<file path="src/hdl/fp32_add_mul_unit_top_defines.svh">
// assertion macros for the fp32 add/multiply unit
`ifndef FP32_ADD_MUL_UNIT_TOP_DEFINES_SVH
`define FP32_ADD_MUL_UNIT_TOP_DEFINES_SVH

// condition holds in the same cycle
`define FAM_ASSERT_NOW(lbl, ante, cons, msg) \
  lbl: assert property (@(posedge clk_i) disable iff (!rst_ni) (ante) |-> (cons)) \
    else $error(msg);

// condition holds in the next cycle
`define FAM_ASSERT_NEXT(lbl, ante, cons, msg) \
  lbl: assert property (@(posedge clk_i) disable iff (!rst_ni) (ante) |=> (cons)) \
    else $error(msg);

`endif

</file>
<file path="src/hdl/fam_pkg.sv">
`default_nettype none
package fam_pkg;

  localparam logic [31:0] DefaultNan = 32'hFFC0_0000;
  localparam logic [31:0] ExpField   = 32'h7F80_0000;
  localparam logic [31:0] QuietBit   = 32'h0040_0000;
  localparam logic [7:0]  GapLimit   = 8'd100;

  typedef enum logic {
    OpAdd = 1'b0,
    OpMul = 1'b1
  } op_e;

  // after unpack, alignment and multiply
  typedef struct packed {
    logic        special;
    logic [31:0] spec_val;
    logic        is_mul;
    logic        sub;
    logic        sign;
    logic [23:0] mb;
    logic [56:0] part;
    logic        lost;
    logic [47:0] prod;
    logic signed [10:0] et;
  } s1_t;

  // exact value t * 2^et
  typedef struct packed {
    logic        special;
    logic [31:0] spec_val;
    logic        sign;
    logic [57:0] t;
    logic signed [10:0] et;
  } s2_t;

  // normalized, shift decided
  typedef struct packed {
    logic        special;
    logic [31:0] spec_val;
    logic        sign;
    logic [57:0] t;
    logic        right;
    logic [5:0]  sh;
    logic [4:0]  ls;
    logic        ovf;
    logic [7:0]  exp_base;
  } s3_t;

endpackage
`default_nettype wire

</file>
<file path="src/hdl/fam_unpack.sv">
`default_nettype none
module fam_unpack
  import fam_pkg::*;
(
  input  wire logic        clk_i,
  input  wire logic        rst_ni,
  input  wire logic        valid_i,
  output logic             ready_o,
  input  wire op_e         op_i,
  input  wire logic [31:0] a_i,
  input  wire logic [31:0] b_i,
  output logic             valid_o,
  input  wire logic        ready_i,
  output s1_t              data_o
);

  logic        valid_q;
  s1_t         data_q, data_d;
  logic [7:0]  ea, eb, effa, effb, eff_big, eff_small, d;
  logic [23:0] siga, sigb, ms;
  logic        nan_a, nan_b, inf_a, inf_b, zero_a, zero_b, swap;
  logic [31:0] big;
  logic [55:0] wide, part;
  logic        lost;

  always_comb begin
    ea     = a_i[30:23];
    eb     = b_i[30:23];
    nan_a  = (ea == 8'hFF) && (a_i[22:0] != 23'd0);
    nan_b  = (eb == 8'hFF) && (b_i[22:0] != 23'd0);
    inf_a  = (a_i[30:0] == ExpField[30:0]);
    inf_b  = (b_i[30:0] == ExpField[30:0]);
    zero_a = (a_i[30:0] == 31'd0);
    zero_b = (b_i[30:0] == 31'd0);
    effa   = (ea == 8'd0) ? 8'd1 : ea;
    effb   = (eb == 8'd0) ? 8'd1 : eb;
    siga   = {ea != 8'd0, a_i[22:0]};
    sigb   = {eb != 8'd0, b_i[22:0]};

    swap      = {effb, sigb} > {effa, siga};
    big       = swap ? b_i : a_i;
    eff_big   = swap ? effb : effa;
    eff_small = swap ? effa : effb;
    ms        = swap ? siga : sigb;
    d         = eff_big - eff_small;

    wide = {ms, 32'd0};
    if (d >= 8'd64) begin
      part = '0;
      lost = 1'b1;
    end else begin
      part = wide >> d[5:0];
      lost = |(wide & ~({56{1'b1}} << d[5:0]));
    end

    data_d          = '0;
    data_d.is_mul   = (op_i == OpMul);
    data_d.sub      = a_i[31] ^ b_i[31];
    data_d.mb       = swap ? sigb : siga;
    data_d.part     = {part, 1'b0};
    data_d.lost     = lost;
    data_d.prod     = siga * sigb;
    data_d.special  = 1'b1;

    if (op_i == OpMul) begin
      data_d.sign = a_i[31] ^ b_i[31];
      data_d.et   = $signed({3'b0, effa}) + $signed({3'b0, effb}) - 11'sd300;
      if (nan_a)                 data_d.spec_val = a_i | QuietBit;
      else if (nan_b)            data_d.spec_val = b_i | QuietBit;
      else if (inf_a || inf_b)   data_d.spec_val = (zero_a || zero_b) ? DefaultNan
                                   : ({data_d.sign, 31'd0} | ExpField);
      else if (zero_a || zero_b) data_d.spec_val = {data_d.sign, 31'd0};
      else                       data_d.special  = 1'b0;
    end else begin
      data_d.sign = big[31];
      data_d.et   = $signed({3'b0, eff_big}) - 11'sd183;
      if (nan_a)                  data_d.spec_val = a_i | QuietBit;
      else if (nan_b)             data_d.spec_val = b_i | QuietBit;
      else if (inf_a && inf_b)    data_d.spec_val = (a_i[31] ^ b_i[31]) ? DefaultNan : a_i;
      else if (inf_a)             data_d.spec_val = a_i;
      else if (inf_b)             data_d.spec_val = b_i;
      else if (zero_a && zero_b)  data_d.spec_val = (a_i == b_i) ? a_i : 32'd0;
      else if (zero_a)            data_d.spec_val = b_i;
      else if (zero_b)            data_d.spec_val = a_i;
      else if (d > GapLimit)      data_d.spec_val = big;
      else                        data_d.special  = 1'b0;
    end
  end

  assign ready_o = !valid_q || ready_i;

  always_ff @(posedge clk_i or negedge rst_ni) begin
    if (!rst_ni) begin
      valid_q <= 1'b0;
    end else if (ready_o) begin
      valid_q <= valid_i;
    end
  end

  always_ff @(posedge clk_i) begin
    if (ready_o && valid_i) begin
      data_q <= data_d;
    end
  end

  assign valid_o = valid_q;
  assign data_o  = data_q;

endmodule
`default_nettype wire

</file>
<file path="src/hdl/fam_norm.sv">
`default_nettype none
module fam_norm
  import fam_pkg::*;
(
  input  wire logic clk_i,
  input  wire logic rst_ni,
  input  wire logic valid_i,
  output logic      ready_o,
  input  wire s1_t  data_i,
  output logic      valid_o,
  input  wire logic ready_i,
  output s3_t       data_o
);

  logic valid2_q, valid3_q, ready3;
  s2_t  s2_d, s2_q;
  s3_t  s3_d, s3_q;
  logic [5:0] p;
  logic signed [10:0] e, lsb, drop, negd;
  logic normal;

  // exact sum or product
  always_comb begin
    s2_d.special  = data_i.special;
    s2_d.spec_val = data_i.spec_val;
    s2_d.sign     = data_i.sign;
    s2_d.et       = data_i.et;
    if (data_i.is_mul) begin
      s2_d.t = {10'd0, data_i.prod};
    end else if (data_i.sub) begin
      s2_d.t = {1'b0, data_i.mb, 33'd0} - {1'b0, data_i.part} - 58'(data_i.lost);
    end else begin
      s2_d.t = {1'b0, data_i.mb, 33'd0} + {1'b0, data_i.part} + 58'(data_i.lost);
    end
  end

  // leading one and target lsb
  always_comb begin
    p = '0;
    for (int i = 0; i < 58; i++) begin
      if (s2_q.t[i]) p = 6'(i);
    end
    e      = s2_q.et + $signed({5'd0, p});
    normal = (e >= -11'sd126);
    lsb    = normal ? (e - 11'sd23) : -11'sd149;
    drop   = lsb - s2_q.et;
    negd   = -drop;

    s3_d.special  = s2_q.special;
    s3_d.spec_val = s2_q.spec_val;
    s3_d.sign     = s2_q.sign;
    s3_d.t        = s2_q.t;
    s3_d.right    = (drop > 11'sd0);
    s3_d.sh       = (drop > 11'sd63) ? 6'd63 : drop[5:0];
    s3_d.ls       = negd[4:0];
    s3_d.ovf      = (e > 11'sd127);
    s3_d.exp_base = normal ? 8'(e + 11'sd126) : 8'd0;
    // exact cancellation
    if (!s2_q.special && (s2_q.t == 58'd0)) begin
      s3_d.special  = 1'b1;
      s3_d.spec_val = 32'd0;
    end
  end

  assign ready3  = !valid3_q || ready_i;
  assign ready_o = !valid2_q || ready3;

  always_ff @(posedge clk_i or negedge rst_ni) begin
    if (!rst_ni) begin
      valid2_q <= 1'b0;
      valid3_q <= 1'b0;
    end else begin
      if (ready_o) valid2_q <= valid_i;
      if (ready3)  valid3_q <= valid2_q;
    end
  end

  always_ff @(posedge clk_i) begin
    if (ready_o && valid_i) s2_q <= s2_d;
    if (ready3 && valid2_q) s3_q <= s3_d;
  end

  assign valid_o = valid3_q;
  assign data_o  = s3_q;

endmodule
`default_nettype wire

</file>
<file path="src/hdl/fam_round.sv">
`default_nettype none
module fam_round
  import fam_pkg::*;
(
  input  wire logic   clk_i,
  input  wire logic   rst_ni,
  input  wire logic   valid_i,
  output logic        ready_o,
  input  wire s3_t    data_i,
  output logic        valid_o,
  input  wire logic   ready_i,
  output logic [31:0] result_o
);

  logic        valid_q;
  logic [31:0] res_q, res_d;
  logic [58:0] tx, ext;
  logic [23:0] m;
  logic        g, stk;
  logic [24:0] rnd;

  always_comb begin
    tx  = {data_i.t, 1'b0};
    ext = tx >> data_i.sh;
    m   = ext[24:1];
    g   = ext[0];
    stk = |(tx & ~({59{1'b1}} << data_i.sh));
    if (data_i.right) begin
      rnd = {1'b0, m} + 25'(g & (stk | m[0]));
    end else begin
      rnd = 25'(data_i.t[23:0]) << data_i.ls;
    end
    // a carry out of the significand bumps the exponent field
    if (data_i.special) begin
      res_d = data_i.spec_val;
    end else if (data_i.ovf) begin
      res_d = {data_i.sign, 31'd0} | ExpField;
    end else begin
      res_d = {data_i.sign, 31'd0} | ({1'b0, data_i.exp_base, 23'd0} + 32'(rnd));
    end
  end

  assign ready_o = !valid_q || ready_i;

  always_ff @(posedge clk_i or negedge rst_ni) begin
    if (!rst_ni) begin
      valid_q <= 1'b0;
    end else if (ready_o) begin
      valid_q <= valid_i;
    end
  end

  always_ff @(posedge clk_i) begin
    if (ready_o && valid_i) res_q <= res_d;
  end

  assign valid_o  = valid_q;
  assign result_o = res_q;

endmodule
`default_nettype wire

</file>
<file path="src/hdl/fp32_add_mul_unit_top.sv">
// channel   dir  tdata                          tuser
// s_axis    in   [31:0] operand_a [63:32] b     [0] opcode (0 add, 1 multiply)
// m_axis    out  [31:0] result_bits             -
//
// one item per cycle while the output is not stalled, through the stages unpack/multiply,
// sum, leading-one search and round, each stage a register with its own valid
// reset clears only the valid bits; no state is kept between items
// each stage moves when the next is empty or moving, so a stalled output
// holds its item while earlier stages keep filling bubbles
`default_nettype none
`include "fp32_add_mul_unit_top_defines.svh"
module fp32_add_mul_unit_top
  import fam_pkg::*;
(
  input  wire logic        clk_i,
  input  wire logic        rst_ni,
  input  wire logic        s_axis_tvalid,
  output logic             s_axis_tready,
  input  wire logic [63:0] s_axis_tdata,  // operand_a, operand_b
  input  wire logic        s_axis_tuser,  // opcode
  output logic             m_axis_tvalid,
  input  wire logic        m_axis_tready,
  output logic [31:0]      m_axis_tdata   // result_bits
);

  logic s1_valid, s1_ready, s3_valid, s3_ready;
  s1_t  s1_data;
  s3_t  s3_data;
  op_e  op;
  logic out_nan;

  assign op = op_e'(s_axis_tuser);

  fam_unpack u_unpack (
    .clk_i   (clk_i),
    .rst_ni  (rst_ni),
    .valid_i (s_axis_tvalid),
    .ready_o (s_axis_tready),
    .op_i    (op),
    .a_i     (s_axis_tdata[31:0]),
    .b_i     (s_axis_tdata[63:32]),
    .valid_o (s1_valid),
    .ready_i (s1_ready),
    .data_o  (s1_data)
  );

  fam_norm u_norm (
    .clk_i   (clk_i),
    .rst_ni  (rst_ni),
    .valid_i (s1_valid),
    .ready_o (s1_ready),
    .data_i  (s1_data),
    .valid_o (s3_valid),
    .ready_i (s3_ready),
    .data_o  (s3_data)
  );

  fam_round u_round (
    .clk_i    (clk_i),
    .rst_ni   (rst_ni),
    .valid_i  (s3_valid),
    .ready_o  (s3_ready),
    .data_i   (s3_data),
    .valid_o  (m_axis_tvalid),
    .ready_i  (m_axis_tready),
    .result_o (m_axis_tdata)
  );

  assign out_nan = (m_axis_tdata[30:23] == 8'hFF) && (m_axis_tdata[22:0] != 23'd0);

  `FAM_ASSERT_NOW(a_empty_stage_ready, !s1_valid, s_axis_tready, "empty stage not ready")
  `FAM_ASSERT_NOW(a_nan_quiet, m_axis_tvalid && out_nan, m_axis_tdata[22], "nan not quiet")
  `FAM_ASSERT_NEXT(a_out_from_stage, !m_axis_tvalid && !s3_valid, !m_axis_tvalid, "no source")

endmodule
`default_nettype wire
</file>
<file path="config.mk">
export PLATFORM = sky130hd
export DESIGN_NAME = fp32_add_mul_unit_top
export DESIGN_NICKNAME = d
export VERILOG_FILES = /design/src/hdl/fam_pkg.sv /design/src/hdl/fam_unpack.sv /design/src/hdl/fam_norm.sv /design/src/hdl/fam_round.sv /design/src/hdl/fp32_add_mul_unit_top.sv
export VERILOG_INCLUDE_DIRS = /design/src /design/src/hdl
export SDC_FILE = /design/constraint.sdc
export NUM_CORES = 2
export LEC_CHECK = 0
export ABC_CLOCK_PERIOD_IN_PS = 6950
export BUFFER_PORTS_ARGS = -buffer_cell sky130_fd_sc_hd__buf_2
export CAP_MARGIN = 20
export CORE_MARGIN = 5
export CORE_UTILIZATION = 55
export CTS_CLUSTER_DIAMETER = 40
export DETAILED_ROUTE_END_ITERATION = 6
export GPL_TIMING_DRIVEN = 1
export PLACE_DENSITY_LB_ADDON = 0.1
export REMOVE_ABC_BUFFERS = 1
export SLEW_MARGIN = 20
export SYNTH_ARGS = -nofsm -noshare
export SYNTH_HDL_FRONTEND = slang
export SYNTH_SLANG_ARGS = --single-unit
</file>
<file path="constraint.sdc">
create_clock -name clk_i -period 6.95 [get_ports clk_i]
set_input_delay 1.39 -clock clk_i [delete_from_list [all_inputs] [get_ports clk_i]]
set_output_delay 1.39 -clock clk_i [all_outputs]
set_load 0.01 [all_outputs]
</file>
# Yosys cells after proc, flatten, opt, wreduce, memory -nomap -nowiden
# Cells that the tools add are included.
# totals
output_inout_bits	34
elab_cells	204
register_bits	428
in_bits	69
# op_classes
magnitude_cmp	7
n_bitwise	8
shifts	5
n_eq_ne	5
n_mul	1
muxes	102
add_sub_neg	15
reduce_logical	31
# op_table
operator	n
$mux 32	19
$mux 6	26
$mux 5	16
$eq 31x31->1 const B	2
$logic_not 31->1	2
$and 59x59->59	1
$not 59->59	1
$reduce_or 59->1	1
$shl 59x6->59 const A	1
$shr 59x6->25	1
$add 57x57->58	1
$add 58x1->58	1
$logic_not 58->1	1
$mux 58	1
$sub 57x57->58	1
$sub 58x1->58	1
$and 56x56->56	1
$not 56->56	1
$reduce_or 56->1	1
$shl 56x6->56 const A	1
$shr 56x6->56	1
$mul 24x24->48	1
$mux 24	2
$mux 48	1
39 further kinds	89

# Depth between registers and ports, before layout
# logic_depth
depth_word	62
mapped_depth	37
mapped_depth_nobuf	36

# Hierarchy
# From an unflattened synthesis, not the netlist that was laid out.
# hier_totals
cells_unflattened	5875
area_unflattened_um2	54556.1
# by_module_without_submodules
mod	cells_each	instances	area_per_inst_um2	seq_area_each_um2
fam_unpack	3369	1	30935.9	5280.1
fam_norm	1619	1	15710.1	6536.3
fam_round	887	1	7910.1	985.9

# Least setup slack after synthesis
# OpenSTA, ideal clock, no wires.
# synth_timing
path_kind	in2reg
start	input s_axis_tdata[58]
end	register u_unpack.data_q (netlist bit u_unpack.data_o[58]), data pin
setup_ns	0.265
path_slack_ns	-2.462
t_arrival_ns	9.147
path_buffers	2
required_time_ns	6.685
path_stages	29
cell_sequence	clkbuf_1 > nor4_1 > nand2_1 > clkbuf_1 > nand2_1 > fa_1 > fa_1 > inv_1 > fa_1 > inv_1 > fa_1 > fa_1 > fa_1 > inv_1 > fa_1 > ha_1 > a21o_1 > a21oi_1 > nor2b_1 > or4b_2 > o32ai_1 > nand2_1 > a221oi_1 > a21oi_1 > a41oi_1 > a21oi_1 > a21o_1 > a311oi_1 > xnor2_1
# synth_lines
element	line_no	text
start: declaration	fp32_add_mul_unit_top.sv:19	input wire logic [63:0] s_axis_tdata,
end signal: assignment	fam_unpack.sv:102	data_q <= data_d;
end: declaration	fam_unpack.sv:18	s1_t data_q, data_d;

==> impl_results.md <==
- Status: finished with violations
- Violated checks: setup timing
- Vias per cell: 5.91
- Most frequent cells in the layout: 705 x inv_1, 662 x nand2_1, 632 x buf_4, 473 x fa_1, 424 x edfxtp_1
- All-Layer GR Usage: 32.5%
- CP arrival: between 8 and 9 ns
- Layout cells sized above 1: 21.4%
- NumNets Final: approximately 7k
- Placed instance area: 57500 um^2
- DR DRC count: 0
- Initial antenna violation count: 4
- CP startpoint kind: primary input
- Final Slew Violations: 0
- Worst R2R Path Depth: 37
- Final WS setup: -1.10 ns
- DRT Wirelength: about 170000 um
- CTS Buf Count: 60
- Unrepaired setup endpoints after global routing: yes
- Syn Inst Count: approximately 5.5k
- Final setup viols: 26
- Fillers: approximately 7.7k
- Max Cap Violations: 0
- Clock sink count: 428
- FF-to-FF setup slack: -0.04 ns
- Drt first-iter violations: 3911
- Async set or reset register ratio after synthesis: 0.935%
- Critical path class: in -> reg
- Die area: 100000 um^2
- First-pass GRT wire length: 251000 um
- Netlist cell types: between 90 and 100
- CTS Buffer Depth: 3
- Critical Path RT: 7.34 ns
- Fin area: 62000 um^2
- Routed len/inst: 22.4 um
- Clk_lat worst skew: approximately 0.64 ns
- Slew HR: roughly 29%
- Origin of the critical flop-to-flop path: u_norm.s2_q[15]
- Busiest grt layer: met2
- First-pass DRT Iterations: 6
- Synthesized area per cell: a little over 9 um^2
- Final worst path period need: 8.05 ns
- M2 GR Usage: 55.0%
- CTS clk-pin slew, worst paths: 0.06 ns
- Synth-to-Final Area Change: 19.8%
- Initial Utilization: 55.5%
- Core area: 93300 um^2
- CTS tree: built
- Cell mode on critical path: fa_1
- Die H: 317 um
- Hold crit path type: reg -> reg
- Worst hold slack: 0.396 ns
- DRT antenna net count: 0
- Fraction of met3 tracks used by global routing: 4.05%
- Total grt overflow: 0
- Die Wd: between 300 and 400 um
- Global-route met1 utilization: 41.8%
- Maximum number of pins on one net before global-route repair: 154
- Vias in the first global route: 43.2k
- I/O Pins: 103
- Post-Syn Area: 51800 um^2
- Critical R2R Capture: u_norm.data_o[20]
- Slowest CP cell: or4b_4
- Clock skew: 0.0669 ns
- Total number of vias: 43.7k
- Ant. Diodes: 0
- Final Hold Fails: 0
- Main flop type after synthesis: edfxtp_1
- Setup crit end kind: register
- Flops & latches, synth: about 430
- Gp weighted congestion: 1.00
- Buffers on Ports: 102
- Register area share after synthesis: 24.8%
- CP startpoint: s_axis_tdata[60]
- Dpl hpwl: 131000 um
- Final worst-path cycle share: 116%
- Post-synth EDFFs: 424
- Critical path's largest stage delay: around 0.50 ns
- Commonest non-fill, non-tap cell in the layout: inv_1
- Clock root buffer: clkbuf_16
- Worst-Margin Slew: between 1 and 1.5 ns
- Yosys warnings: 0
- Fmax achieved: around 120 MHz
- Htree depth: 2
- Cell row count: roughly 110
- Critical path fanouts, max: 2
- Setup crit end: u_unpack.data_o[54]
[Yosys cell counts, types with 132 or more instances]
cell | n | area share (%)
a21oi_1 | 327 | 3.2
and2_1 | 230 | 2.8
clkbuf_1 | 258 | 1.9
edfxtp_1 | 424 | 25
fa_1 | 487 | 19
ha_1 | 371 | 9.0
inv_1 | 732 | 5.3
mux2i_1 | 132 | 2.6
nand2_1 | 679 | 4.9
nor2_1 | 322 | 2.3
o21ai_0 | 230 | 2.2
xnor2_1 | 135 | 2.3
[area by class of cell]
class                           count  area, um^2  share of cell area (%)
Multi-Input combinational cell   4039       35900                    58.0
Inverter                          740        2780                    4.49
Clock inverter                     47         596                   0.960
Timing Repair Buffer              817        6780                    10.9
Sequential cell                   428       12800                    20.7
Tap cell                         1254        1570                    2.53
Clock buffer                       65        1520                    2.45
[critical path: cells and delay by family]
kind | cells | cell delay, ns
and+or+nand+nor | 6 | 1.07
AOI/OAI and AO/OA | 9 | 1.44
xor gates and xnor gates | 1 | 0.13
buffers and inverters | 8 | 0.84
adders and majority gates | 8 | 3.54
[metal layers]
metal / part of all wire (%) / vias to the layer above
met5: 0 / -
met4: 5.9 / 0
met3: 6.9 / 420
met2: 48 / 1781
met1: 39 / 21400
li1: - / 20000
[registers in the layout, summed over array words and instances, names as in the netlist]
register,cells
u_round.result_o,32
u_unpack.valid_o,1
u_unpack.data_o,176
u_norm.s2_q,103
u_round.valid_o,1
u_norm.data_o,113
u_norm.valid_o,1
u_norm.valid2_q,1
[cells by family after synthesis]
group	after synthesis	share of synthesized area, %
and+or+nand+nor	1653	15.0
AOI/OAI and AO/OA	1072	13.5
buffers and inverters	1072	7.93
adders and majority gates	860	27.8
DFF	428	24.8
muxes	263	7.79
xor gates and xnor gates	190	3.24
[worst min path at each step]
stage / start / endpoint / slack (ns) / cells past startpoint
floorplan: u_norm.s2_q[69] / u_norm.data_o[79] / 0.40 / 0
global placement: u_unpack.data_o[7] / u_norm.s2_q[7] / 0.40 / 0
detailed placement: u_unpack.data_o[158] / u_norm.s2_q[84] / 0.40 / 0
CTS: u_unpack.data_o[146] / u_norm.s2_q[72] / 0.41 / 0
global route: u_unpack.data_o[146] / u_norm.s2_q[72] / 0.42 / 0
finish: u_unpack.data_o[146] / u_norm.s2_q[72] / 0.40 / 0
[per-stage QoR]
| stage | util, % | std cells | setup WS (ns) | setup TNS (ns) |
|---|---|---|---|---|
| after floorplan | - | 5206 | -2.44 | -226.39 |
| after global placement | 61.6 | 7180 | -2.60 | -88.07 |
| after detailed placement | 61.6 | 7180 | -2.62 | -93.93 |
| after CTS | 65.5 | 7356 | -1.05 | -11.28 |
| after global routing | 66.5 | 7390 | -1.28 | -20.16 |
| final | 66.5 | 7390 | -1.10 | -13.81 |
[timing repair]
action,CTS,global route
hold buffers,0,0
pin swaps,155,132
endpoints found under the setup margin,48,63
gates cloned,2,1
hold endpoints to repair,0,0
buffers inserted,70,38
resized for setup,240,141
Power is not shown: default switching activity piles up to over one toggle a cycle in this logic, so the estimate is an artifact.
